[config.mk]
export PLATFORM = sky130hd
export DESIGN_NAME = pidc_front
export DESIGN_NICKNAME = d
export VERILOG_FILES = /design/src/hdl/pidc_pkg.sv /design/src/hdl/pidc_front.sv
export SDC_FILE = /design/constraint.sdc
export NUM_CORES = 1
export LEC_CHECK = 0
export BUFFER_PORTS_ARGS = -buffer_cell sky130_fd_sc_hd__buf_4
export CORE_MARGIN = 1
export CORE_UTILIZATION = 45
export CTS_CLUSTER_SIZE = 30
export DETAILED_ROUTE_END_ITERATION = 12
export PLACE_DENSITY = 0.67
export RECOVER_POWER = 25
export SLEW_MARGIN = 0
export SYNTH_ARGS = -nofsm -noshare
export SYNTH_HDL_FRONTEND = slang
export SYNTH_SLANG_ARGS = --single-unit
export TNS_END_PERCENT = 30
[constraint.sdc]
create_clock -name clk -period 4.35 [get_ports clk]
set_input_delay 0.2175 -clock clk [delete_from_list [all_inputs] [get_ports clk]]
set_output_delay 0.2175 -clock clk [all_outputs]
set_load 0.05 [all_outputs]
[src/hdl/pidc_pkg.sv]
// Shared types and constants for the incremental PID speed controller.
`default_nettype none

package pidc_pkg;

	localparam int GAIN_W = 32;
	localparam int OUT_W  = 15;
	localparam int ACC_W  = 48;
	localparam int SUM_W  = 50;

	localparam logic [GAIN_W-1:0] P_GAIN_RST     = 32'd20635976;
	localparam logic [GAIN_W-1:0] I_GAIN_RST     = 32'd839;
	localparam logic [GAIN_W-1:0] D_GAIN_RST     = 32'd0;
	localparam logic [OUT_W-1:0]  MAX_OUTPUT_RST = 15'd5888;

	typedef enum logic [1:0] {
		REG_P_GAIN     = 2'd0,
		REG_I_GAIN     = 2'd1,
		REG_D_GAIN     = 2'd2,
		REG_MAX_OUTPUT = 2'd3
	} reg_idx_t;

	typedef struct packed {
		logic [GAIN_W-1:0] p_gain;
		logic [GAIN_W-1:0] i_gain;
		logic [GAIN_W-1:0] d_gain;
		logic [OUT_W-1:0]  max_output;
	} cfg_t;

	// error combinations, signed with 8 fraction bits (Q10.8 for dp and di, Q11.8 for dd)
	typedef struct packed {
		logic signed [17:0] dp;
		logic signed [17:0] di;
		logic signed [18:0] dd;
	} diff_t;

	typedef struct packed {
		logic [OUT_W-1:0] drive;
		logic             clamped_high;
		logic             clamped_low;
	} result_t;

endpackage

`default_nettype wire

[src/hdl/pidc_front.sv]
// Front end: takes samples, forms the error and its three combinations.
`default_nettype none

module pidc_front
	import pidc_pkg::*;
(
	input  wire logic               clk,
	input  wire logic               arst_n,
	input  wire logic               accept,
	input  wire logic signed [15:0] setpoint,
	input  wire logic signed [15:0] measured_speed,
	output diff_t                   diff
);

	logic signed [16:0] e1_q;
	logic signed [16:0] e2_q;
	logic signed [16:0] err;

	assign err     = {setpoint[15], setpoint} - {measured_speed[15], measured_speed};
	assign diff.dp = {err[16], err} - {e1_q[16], e1_q};
	assign diff.di = {err[16], err} + {e1_q[16], e1_q};
	assign diff.dd = {{2{err[16]}}, err} - {e1_q[16], e1_q, 1'b0}
		+ {{2{e2_q[16]}}, e2_q};

	always_ff @(posedge clk or negedge arst_n) begin
		if (!arst_n) begin
			e1_q <= '0;
			e2_q <= '0;
		end else if (accept) begin
			e1_q <= err;
			e2_q <= e1_q;
		end
	end

endmodule

`default_nettype wire

==> key figures <==
GRT
  • Global-route usage over all layers: 23.1%
  • Total grt overflow: 0
  • Vias in the first global route: 4410
  • Largest net degree at the start of global routing: 47
  • Initial antenna violation count: 0
  • Global-route wire length before repair: 21300 µm

Critical path
  • Crit. End Element: primary output
  • Kind of critical path: in -> out
  • Worst Path Max Fanout: 4
  • Crit path DAT: 4.01 ns
  • Crit path required time: 4.13 ns
  • Startpoint class of the critical path: input pin

Die
  • Die width: 107 µm
  • DIE AREA: 11500 µm²
  • Core Box Area: 10800 µm²
  • Die H: 107 µm
  • Initial Util: 46.1%
  • Row count: 38
  • Num ports: 90

Min path
  • Hold Crit Class: in -> reg

Synthesis
  • Post-Synth Adder-Cell Area: 25.1%
  • Synthesized net count: 715
  • Synth Area in Simple Gates: 11.8%
  • Top_reg_cell synth: dfrtp_1
  • Distinct cells, synth: 59
  • Combinational family with the most area after synthesis: adder cells
  • Cell area after synthesis: 4990 µm²
  • Proportion of synthesized area in mux cells: 5.34%
  • Synth warn: 0
  • Syn Inst Count: 592
  • Compound-gate portion of the synthesized area: 24.1%
  • Ys async rst share: 100%
  • Avg Cell Area, Syn: 8.44 µm²
  • Sequential fraction of the synthesis area: 17.0%
  • Number of enable flip-flop cells after synthesis: 0
  • Xor-xnor portion of the synthesized cell area: 9.30%
  • Yosys reg bits: 34

Timing
  • Tmin final: 4.23 ns
  • Final setup viols: 0
  • Final critical-path share of the clock period: 97.2%
  • Post-Route Skew: 0.00309 ns
  • Fmax: 237 MHz
  • Worst hold slack: 0.295 ns
  • Worst Tran Pin Value: 1.77 ns
  • Fin. max-slew vios: 35
  • Rel. slew slack: -18.3%
  • Setup TNS: 0 ns
  • RSZ-0062 raised after global routing: true
  • Final Hold Fails: 0

Detailed routing
  • Drt wl/cell: 15.1 µm
  • ANT nets after route: 0
  • WL final: 12900 µm
  • Router iterations before antenna repair: 4
  • Number of DRC markers in iteration 0: 196
  • Drt via density: 5.41
  • Via count: 4596
  • Remaining DRCs: 0

Placement
  • Final Wtd Congestion: 0.886
  • DP Cell Count: 835
  • HPWL Detailed: 10600 µm
  • Port bufs: 89
  • Placement-stage cell area: 6000 µm²

Outcome
  • Failing checks: max-capacitance violations, max-slew violations
  • Status: complete, but fails checks

Final layout
  • Nets: 832
  • Layout area overhead: 26.1%
  • Number of fill cells: 985
  • Design area: 6300 µm²
  • Diode count: 0
  • Ratio of cells with drive above 1 in the final layout: 28.7%
  • Finished Layout Cells: 850

Run
  • Max cap viols: 1

Clock network
  • CTS tree: built
  • Worst skew pair latency: 0.29 ns
  • Root Buffer: clkbuf_8
  • Clock Path Buffers: 2
  • H-tree depth: 2
  • Clk slew on worst S/H paths: 0.07 ns
  • Inserted Clock Buffers: 5
  • Clock sinks: 34
per-layer routing:
layer,up-vias,track usage (%),routed length (µm)
met5,-,0,0
met2,131,36.8,5860
met3,18,1.57,469
met1,2146,33.8,6260
met4,0,6.36,260
li1,2301,-,-
registers in the layout, indices dropped and copies added, names as in the netlist:
| register | count |
|---|---|
| e1_q | 17 |
| e2_q | 17 |
worst paths after layout:
path | start | to | slack, ns | cells after the start
worst max-delay path | setpoint[0] | diff[16] | 0.12 | 20
worst min-delay path | measured_speed[0] | e1_q[0] | 0.29 | 3
worst max register to register | e1_q[14] | e1_q[14] | 3.44 | 3
worst min register to register | e2_q[0] | e2_q[0] | 0.52 | 1
max in group asynchronous | arst_n | e1_q[1] | 2.39 | 2
min in group asynchronous | arst_n | e1_q[16] | 0.93 | 2
area by class of cell:
type                            count  area [µm²]  area share (%)
Clock inverter                      1        5.00          0.0795
Multi-Input combinational cell    463        3930            62.4
Timing Repair Buffer              128         960            15.2
Inverter                           77         289            4.59
Sequential cell                    34         851            13.5
Clock buffer                        7        86.3            1.37
Tap cell                          140         175            2.78
synth_stat cells (8+ instances only):
master	number	share of area (%)
inv_1	70	5.3
ha_1	68	17
a21oi_1	52	5.2
nor2_1	41	3.1
xnor2_1	38	6.7
dfrtp_1	34	17
nand2_1	33	2.5
mux2_2	21	4.7
fa_1	20	8.0
o21ai_1	19	1.9
o21ai_0	18	1.8
xor2_1	15	2.6
a21o_1	14	2.1
nand2b_1	10	1.3
a31oi_1	9	1.1
clkbuf_1	9	0.68
o31ai_1	8	1.2
through the flow:
stage | util [%] | worst slack, ns
CTS | 56.4 | -0.00987
detailed placement | 55.3 | -0.0452
global placement | 55.3 | 0.0316
global route | 58.1 | -0.109
finish | 58.1 | 0.123
floorplan | - | -0.0622
repair_timing:
action,4_1_cts,5_1_grt
buffers inserted,1,5
hold buffers,1,0
endpoints found under the hold margin,34,0
cloned,0,0
resized for setup,2,31
setup endpoints to repair,3,15
pin swaps,0,10
critical path, stage by stage:
cell and delay (ns):
buf_4 0.11, inv_1 0.05, ha_2 0.19, fa_2 0.21, nand2b_1 0.13, a21boi_2 0.07, o21ai_2 0.17, a21oi_2 0.10
buf_4 0.16, a311oi_4 0.32, mux2i_2 0.32, and3_4 0.24, fa_1 0.46, ha_4 0.31, inv_1 0.08, nor3_1 0.22
a21oi_1 0.11, o21bai_1 0.17, xor2_1 0.17, buf_4 0.22
layout by cell type, fill, tap and decap left out, types with 4 or more instances in the layout:
cell type	synthesis	final
ha_1	68	63
ha_2	0	4
fa_1	20	19
inv_1	70	69
inv_2	7	8
and3_1	7	5
nor2b_1	7	7
nand2b_1	10	10
nor3_1	7	7
o21ai_0	18	17
nor4_1	4	4
nand2_1	33	33
a21oi_2	2	6
mux2_2	21	21
o21ai_1	19	18
o211ai_1	6	6
buf_4	2	126
xnor2_1	38	35
a21oi_1	52	48
a21o_1	14	14
nand3_1	4	4
nor2_1	41	41
a31oi_1	9	7
o31ai_1	8	7
clkbuf_8	0	6
dfrtp_1	34	34
nand4_1	5	5
xor2_1	15	14
o21bai_1	5	5
a211oi_1	5	4
logic make-up after synthesis:
group           after synthesis
mux                          24
simple gates                125
compound gates              173
xor+xnor                     53
flops                        34
buf+inv                      95
fa+ha+maj                    88
Power is not shown: default switching activity piles up to over one toggle a cycle in this logic, so the estimate is an artifact.
