===== src/hdl/pidc_fifo.sv =====
// Small register queue with registered storage and a fill count.
`default_nettype none

module pidc_fifo #(
	parameter int WIDTH = 8,
	parameter int DEPTH = 4,
	localparam int CW = $clog2(DEPTH + 1),
	localparam int PW = (DEPTH > 1) ? $clog2(DEPTH) : 1
) (
	input  wire logic             clk,
	input  wire logic             arst_n,
	input  wire logic             push,
	input  wire logic [WIDTH-1:0] wdata,
	input  wire logic             pop,
	output logic      [WIDTH-1:0] rdata,
	output logic                  full,
	output logic                  empty,
	output logic      [CW-1:0]    count
);

	logic [WIDTH-1:0] mem_q [DEPTH];
	logic [PW-1:0]    wr_ptr_q;
	logic [PW-1:0]    rd_ptr_q;
	logic [CW-1:0]    count_q;
	logic             do_push;
	logic             do_pop;

	assign full    = (count_q == CW'(DEPTH));
	assign empty   = (count_q == '0);
	assign count   = count_q;
	assign rdata   = mem_q[rd_ptr_q];
	assign do_push = push && !full;
	assign do_pop  = pop && !empty;

	always_ff @(posedge clk) begin
		if (do_push) begin
			mem_q[wr_ptr_q] <= wdata;
		end
	end

	always_ff @(posedge clk or negedge arst_n) begin
		if (!arst_n) begin
			wr_ptr_q <= '0;
			rd_ptr_q <= '0;
			count_q  <= '0;
		end else begin
			if (do_push) begin
				wr_ptr_q <= (wr_ptr_q == PW'(DEPTH - 1)) ? '0 : wr_ptr_q + 1'b1;
			end
			if (do_pop) begin
				rd_ptr_q <= (rd_ptr_q == PW'(DEPTH - 1)) ? '0 : rd_ptr_q + 1'b1;
			end
			case ({do_push, do_pop})
				2'b10:   count_q <= count_q + 1'b1;
				2'b01:   count_q <= count_q - 1'b1;
				default: count_q <= count_q;
			endcase
		end
	end

	a_count_bound: assert property (@(posedge clk) disable iff (!arst_n)
		count_q <= CW'(DEPTH))
		else $error("queue count beyond depth");

	a_pop_moves: assert property (@(posedge clk) disable iff (!arst_n)
		(do_pop && !do_push) |=> (count_q == $past(count_q) - 1'b1))
		else $error("queue count not decremented on transfer out");

endmodule

`default_nettype wire


===== config.mk =====
export PLATFORM = sky130hd
export DESIGN_NAME = pidc_fifo
export DESIGN_NICKNAME = d
export VERILOG_FILES = /design/src/hdl/pidc_fifo.sv
export SDC_FILE = /design/constraint.sdc
export NUM_CORES = 1
export LEC_CHECK = 0
export BUFFER_PORTS_ARGS = -buffer_cell sky130_fd_sc_hd__buf_2
export CORE_UTILIZATION = 40
export CTS_CLUSTER_SIZE = 12
export DETAILED_ROUTE_END_ITERATION = 10
export GPL_TIMING_DRIVEN = 0
export SYNTH_ARGS = -nofsm -noshare
export SYNTH_HDL_FRONTEND = slang
export SYNTH_SLANG_ARGS = --single-unit

===== constraint.sdc =====
create_clock -name clk -period 2.47 [get_ports clk]
set_clock_uncertainty 0.2 [all_clocks]
set_input_delay 0 -clock clk [delete_from_list [all_inputs] [get_ports clk]]
set_output_delay 0 -clock clk [all_outputs]
set_load 0.02 [all_outputs]

==> run_results.csv, run 1 <==
group,metric,value,unit
grt,track_usage,0.149,
worst_hold_path,hp-class,"input pin to register",
cells_and_area,area_growth,28.0,%
drt,routedWlPerCell,14.4,µm
placement,pre_cts_slack,0.0619,ns
clock_network,cts_root_buf,"clkbuf_8",
cells_and_area,fillers,308,
synth,yosysWarnings,0,
clock_network,ctsHtreeMaxLevel,2,
drt,drc,0,
cells_and_area,diodes,0,
synth,synth_xor_area_frac,0.0163,
power,ir_worst_vdd,613,µV
power,leakage,0.835,nW
synth,synth_simple_gate_area_frac,0.0450,
timing,worstMarginPinSlew,0.578,ns
drt,routed-via-count,881,
grt,met3_usage,0.0521,
clock_network,path_clk_slew,0.07,ns
cells_and_area,seqCellArea,0.00114,mm²
die,start_util,0.427,
timing,setup_ws,0.135,ns
drt,finalWirelength,2.62,mm
synth,synth-compound-area-share,0,
timing,fmax,428,MHz
grt,antenna_found_initial,0,
synth,synth-seq-cells,39,
die,num_rows,22,
drt,ant_nets,0,
clock_network,cts.sinks,39,
die,die_w,65.5,µm
power,p_comb_frac,0.422,
clock_network,numCtsBuffers,5,
timing,hold_violations,0,
clock_network,insertion_delay,0.28,ns
power,p_switching,0.802,mW
clock_network,cts_buffer_depth,2,
critical_path,critPathKind,"register to register",
critical_path,crit_arrival,2.35,ns
timing,setup_viol,0,
synth,synth_adder_area_share,0.0590,
timing,post-route-period-util,0.945,
grt,gr-usage-met1,0.177,
grt,grtUsageMet2,0.240,
critical_path,start_kind,"register",
die,die_h,65.5,µm
grt,grt_pass1_wl,4.35,mm
worst_hold_path,holdPathStages,2,
grt,grt_pass1_vias,917,
synth,synth_cell_types,19,
timing,relSlewSlack,0.615,
cells_and_area,multi_input_area,442,µm²
timing,drv_slew,0,
timing,rsz0062_at_grt,"no",
die,core_area,0.00377,mm²
placement,port_buffers,24,
synth,synth_area,0.00161,mm²
status,outcome,"complete, no violations",
grt,overflow,0,
grt,globalRoute.busiestLayer,"met2",
power,p_seq_frac,0.401,
die,ios,25,
timing,tns,0,ns
power,p_clk_frac,0.178,
drt,via_per_inst,4.84,
synth,syn_nets,102,
synth,syn_area_per_cell,19.4,µm²
critical_path,r2r_cells,9,
placement,dp.cells,155,
synth,ys_seq_area_frac,0.705,
placement,place_hpwl,1.73,mm
timing,fin_crit,2.33,ns
drt,drt_first_pass_iters,3,
power,powerDensity,1170,mW/mm²
grt,grt_max_degree,13,
critical_path,worstPathRequired,2.48,ns
cells_and_area,fin_nets,152,
synth,syn_inst,83,
drt,drt_iter0_markers,7,
synth,synth_top_family_by_area,"multiplexers",
cells_and_area,drive_gt1_frac,0.448,
placement,place_congestion,0.720,
critical_path,endpoint_kind,"register",
critical_path,cp_max_fo,5,
clock_network,cts_tree,"done",
die,die_area,0.00429,mm²
cells_and_area,layout.cells.non_filler,182,
run,maxCapViolCount,0,
power,p_sw_frac,0.333,
synth,synth_mux_area_frac,0.151,
power,intPower,1.61,mW
-- state kept, by name (all words and copies together), names as in the netlist --
register	cells
mem_q	32
wr_ptr_q	2
count	3
rd_ptr_q	2
-- repair_timing --
item                                    in CTS  in global routing
endpoints found under the setup margin       0                  1
hold buffers                                12                  0
gates resized for setup                      0                  3
endpoints found under the hold margin       43                  0
setup buffers                                0                  7
-- cell usage after synthesis (all sizes together) --
cell type  instances  share of area
xor2               2          0.011
fa                 1          0.012
edfxtp            32           0.60
dfrtp              7           0.11
ha                 6          0.047
nor3               1         0.0031
and2               1         0.0054
xnor2              1         0.0054
inv                8          0.019
buf                2         0.0054
mux2               4          0.033
or3b               1         0.0070
and3               4          0.019
mux2i              1         0.0062
nor2               3         0.0070
mux4               8           0.11
nand2b             1         0.0039
-- through the flow --
stage	cell area, µm²	util	power, mW	hold slack (ns)
floorplan	1610	-	1.64	-0.496
finish	2060	0.547	2.41	0.268
CTS	2000	0.531	2.36	0.249
global route	2060	0.547	2.58	0.270
detailed placement	1790	0.475	1.91	-0.360
global placement	1790	0.475	1.87	-0.359
-- area by class of cell --
type,count,share of cell area
clock inverter,1,0.00243
buffer,2,0.00425
sequential,39,0.552
multi-input combinational,34,0.214
clock buffer,7,0.0419
inverter,8,0.0146
tap,48,0.0291
timing repair buffer,43,0.142
-- path summary, 6_finish.rpt --
kind                                    startpoint                      end  slack [ns]
hold reg to reg            wr_ptr_q[1]$_DFFE_PN0P_  wr_ptr_q[1]$_DFFE_PN0P_        0.38
hold / removal                            wdata[7]    mem_q[0][7]$_DFFE_PP_        0.27
max in group asynchronous                   arst_n     count[0]$_DFFE_PN0P_        1.36
setup reg to reg              count[1]$_DFFE_PN0P_     count[2]$_DFFE_PN0P_        0.14
min in group asynchronous                   arst_n     count[1]$_DFFE_PN0P_        0.45
setup / recovery              count[1]$_DFFE_PN0P_     count[2]$_DFFE_PN0P_        0.14
-- per-layer routing --
metal	share of wire	up-vias
met2	0.51	18
met4	0.020	0
met3	0.043	5
met5	0	-
met1	0.43	447
li1	-	411
-- power groups by stage --
| stage | logic, mW | registers, mW | clock network (mW) |
|---|---|---|---|
| 4_1_cts | 0.936 | 0.977 | 0.445 |
| 3_3_place_gp | 0.894 | 0.975 | 0 |
| 2_1_floorplan | 0.645 | 0.996 | 0 |
| 5_1_grt | 1.13 | 0.981 | 0.471 |
| 3_5_place_dp | 0.920 | 0.988 | 0 |
| 6_report | 1.01 | 0.964 | 0.427 |
-- critical path, stage by stage, from the launching register on --
cell and delay (ns):
dfrtp_1 0.40, or3b_4 0.43, and2_4 0.19, inv_1 0.06
ha_2 0.18, inv_1 0.05, fa_2 0.33, xor2_1 0.15
nor2_1 0.13, xor2_1 0.14
-- cell families (layout without fill, tap and decap cells) --
kind of cell / count (synthesis) / count (layout)
fa+ha+maj: 7 / 7
flops: 39 / 39
buf+inv: 10 / 61
simple gates: 11 / 11
mux: 13 / 13
xor+xnor: 3 / 3
-- layout by cell type, fill, tap and decap left out --
cell	synthesis	layout
buf_4	0	7
nand2b_1	1	1
ha_1	6	5
mux2i_1	1	1
edfxtp_1	32	32
and2_4	1	1
buf_1	1	1
clkbuf_8	0	6
clkbuf_1	0	1
nor2_1	3	3
ha_2	0	1
clkinv_2	0	1
mux2_4	2	2
mux2_2	2	2
or3b_4	1	1
mux4_2	8	8
dlygate4sd3_1	0	12
nor3_1	1	1
dfrtp_1	7	6
dfrtp_2	0	1
xor2_1	2	2
inv_1	8	8
xnor2_1	1	1
fa_2	0	1
buf_2	1	25
and3_2	4	4
(Power assumes the default switching activity.)
==> run 2: changes to the inputs <==
--- a/config.mk
+++ b/config.mk
@@ -6,10 +6,12 @@
 export NUM_CORES = 1
 export LEC_CHECK = 0
 export BUFFER_PORTS_ARGS = -buffer_cell sky130_fd_sc_hd__buf_2
+export CAP_MARGIN = 30
 export CORE_UTILIZATION = 40
 export CTS_CLUSTER_SIZE = 12
 export DETAILED_ROUTE_END_ITERATION = 10
 export GPL_TIMING_DRIVEN = 0
+export MAX_ROUTING_LAYER = met4
 export SYNTH_ARGS = -nofsm -noshare
 export SYNTH_HDL_FRONTEND = slang
 export SYNTH_SLANG_ARGS = --single-unit
==> run 2 against run 1 <==
Compared with the run above: die area unchanged; sequential share of layout area unchanged; final cell count unchanged; first-iteration DRC count down 29%; design area unchanged.
==> run_results.csv, run 2 (same netlist as run 1, synthesis figures left out) <==
group,metric,value,unit
drt,dr_wl_met3,113,µm
clock_network,numCtsBuffers,5,
die,die_h,65.5,µm
critical_path,r2r_end,"count[2]$_DFFE_PN0P_",
placement,place_congestion,0.729,
power,powerDensity,1170,mW/mm²
critical_path,worstSetupStartpoint,"count[1]$_DFFE_PN0P_",
cells_and_area,final_common_cell,"edfxtp_1",
worst_hold_path,holdPathStages,2,
power,ir_worst_vdd,613,µV
timing,setup_viol,0,
drt,routedWlPerCell,14.4,µm
die,core_area,0.00377,mm²
clock_network,cts_root_buf,"clkbuf_8",
drt,routed-via-count,881,
worst_hold_path,hold_start,"wdata[7]",
power,leakage,0.835,nW
drt,ant_nets,0,
cells_and_area,final_cell_mix,"32 x edfxtp_1, 25 x buf_2, 12 x dlygate4sd3_1",
cells_and_area,fillers,308,
die,die_area,0.00429,mm²
placement,port_buffers,24,
drt,drt_iter0_markers,5,
drt,via_per_inst,4.84,
critical_path,critPathKind,"register to register",
timing,fin_crit,2.33,ns
critical_path,worstPathCellList,"or3b_4, and2_4, inv_1, ha_2, inv_1, fa_2, xor2_1, nor2_1, xor2_1",
cells_and_area,largest_register,"mem_q",
critical_path,crit_slowest_cell,"or3b_4",
clock_network,cts_tree,"done",
drt,drt_first_pass_iters,3,
placement,place_hpwl,1.73,mm
timing,worstMarginPinSlew,0.578,ns
clock_network,insertion_delay,0.28,ns
timing,fmax,428,MHz
critical_path,crit_arrival,2.35,ns
critical_path,worstPathRequired,2.48,ns
clock_network,cts_buffer_depth,2,
timing,fin_hold_ws,0.268,ns
grt,grt_pass1_wl,4.35,mm
clock_network,cts.sinks,39,
clock_network,path_clk_slew,0.07,ns
drt,wl_met1,1.12,mm
timing,post-route-period-util,0.945,
critical_path,r2r_cells,9,
timing,tns,0,ns
cells_and_area,diodes,0,
clock_network,ctsHtreeMaxLevel,2,
worst_hold_path,hp-class,"input pin to register",
cells_and_area,largest_reg_flops,32,
critical_path,start_kind,"register",
drt,drc,0,
drt,finalWirelength,2.62,mm
critical_path,cp_max_fo,5,
drt,highest_layer,"met4",
cells_and_area,area_growth,28.0,%
grt,track_usage,0.153,
critical_path,rrSetupSlack,0.14,ns
grt,grt_max_degree,13,
critical_path,timing.rr.start,"count[1]$_DFFE_PN0P_",
grt,antenna_found_initial,0,
die,num_rows,22,
die,start_util,0.427,
drt,met2WireLength,1.33,mm
timing,rsz0062_at_grt,"no",
grt,overflow,0,
status,outcome,"complete, no violations",
critical_path,endpoint_kind,"register",
run,maxCapViolCount,0,
critical_path,crit_path_max_incr_delay,0.43,ns
worst_hold_path,min_to,"mem_q[0][7]$_DFFE_PP_",
timing,drv_slew,0,
die,die_w,65.5,µm
die,ios,25,
cells_and_area,drive_gt1_frac,0.448,
timing,hold_violations,0,
timing,relSlewSlack,0.615,
cells_and_area,fin_nets,152,
grt,grt_pass1_vias,916,
[run 2: cell counts in the layout (fill, tap and decap cells not counted)]
No cell type changed its count.
[run 2: metal layers]
metal  global-route usage  vias up
met5                    -        -
met4               0.0734        0
met3               0.0521        5
met2                0.240       18
met1                0.177      447
li1                     -      411
[run 2: where the power goes]
part	internal [mW]	switching [mW]
registers	0.894	0.0708
clock network	0.225	0.202
logic	0.487	0.528
[run 2: final cells by class]
| type | instances | area [µm²] | area share |
|---|---|---|---|
| clock buffer | 7 | 86.3 | 0.0419 |
| inverter | 8 | 30.0 | 0.0146 |
| tap | 48 | 60.1 | 0.0291 |
| multi-input combinational | 34 | 442 | 0.214 |
| sequential | 39 | 1140 | 0.552 |
| timing repair buffer | 43 | 293 | 0.142 |
| clock inverter | 1 | 5.00 | 0.00243 |
| buffer | 2 | 8.76 | 0.00425 |
[run 2: what timing repair did]
action,in CTS,in global routing
resized for setup,0,3
setup buffers,0,7
setup endpoints to repair,0,1
endpoints found under the hold margin,43,0
hold buffers,12,0
[run 2: critical path: cells and delay by family, from the launching register on]
| family | cells | cell delay [ns] |
|---|---|---|
| adder cells (fa/ha/maj) | 2 | 0.51 |
| XOR/XNOR | 2 | 0.29 |
| AND/OR/NAND/NOR | 3 | 0.75 |
| buffers and inverters | 2 | 0.11 |
| flip-flops | 1 | 0.40 |
[run 2: worst max-delay path by stage]
stage,endpoint
after floorplan,count[2]$_DFFE_PN0P_
after global placement,count[2]$_DFFE_PN0P_
after detailed placement,count[2]$_DFFE_PN0P_
after CTS,count[2]$_DFFE_PN0P_
after global routing,count[2]$_DFFE_PN0P_
final,count[2]$_DFFE_PN0P_
[run 2: per-stage QoR]
| stage | std cells | instance area [µm²] | util | power, mW | setup WS (ns) |
|---|---|---|---|---|---|
| floorplan | 83 | 1610 | - | 1.64 | 0.0685 |
| detailed placement | 155 | 1790 | 0.475 | 1.91 | 0.0619 |
| finish | 182 | 2060 | 0.547 | 2.41 | 0.135 |
| global route | 182 | 2060 | 0.547 | 2.58 | 0.00122 |
| global placement | 155 | 1790 | 0.475 | 1.87 | 0.0733 |
| CTS | 175 | 2000 | 0.531 | 2.36 | 0.0332 |
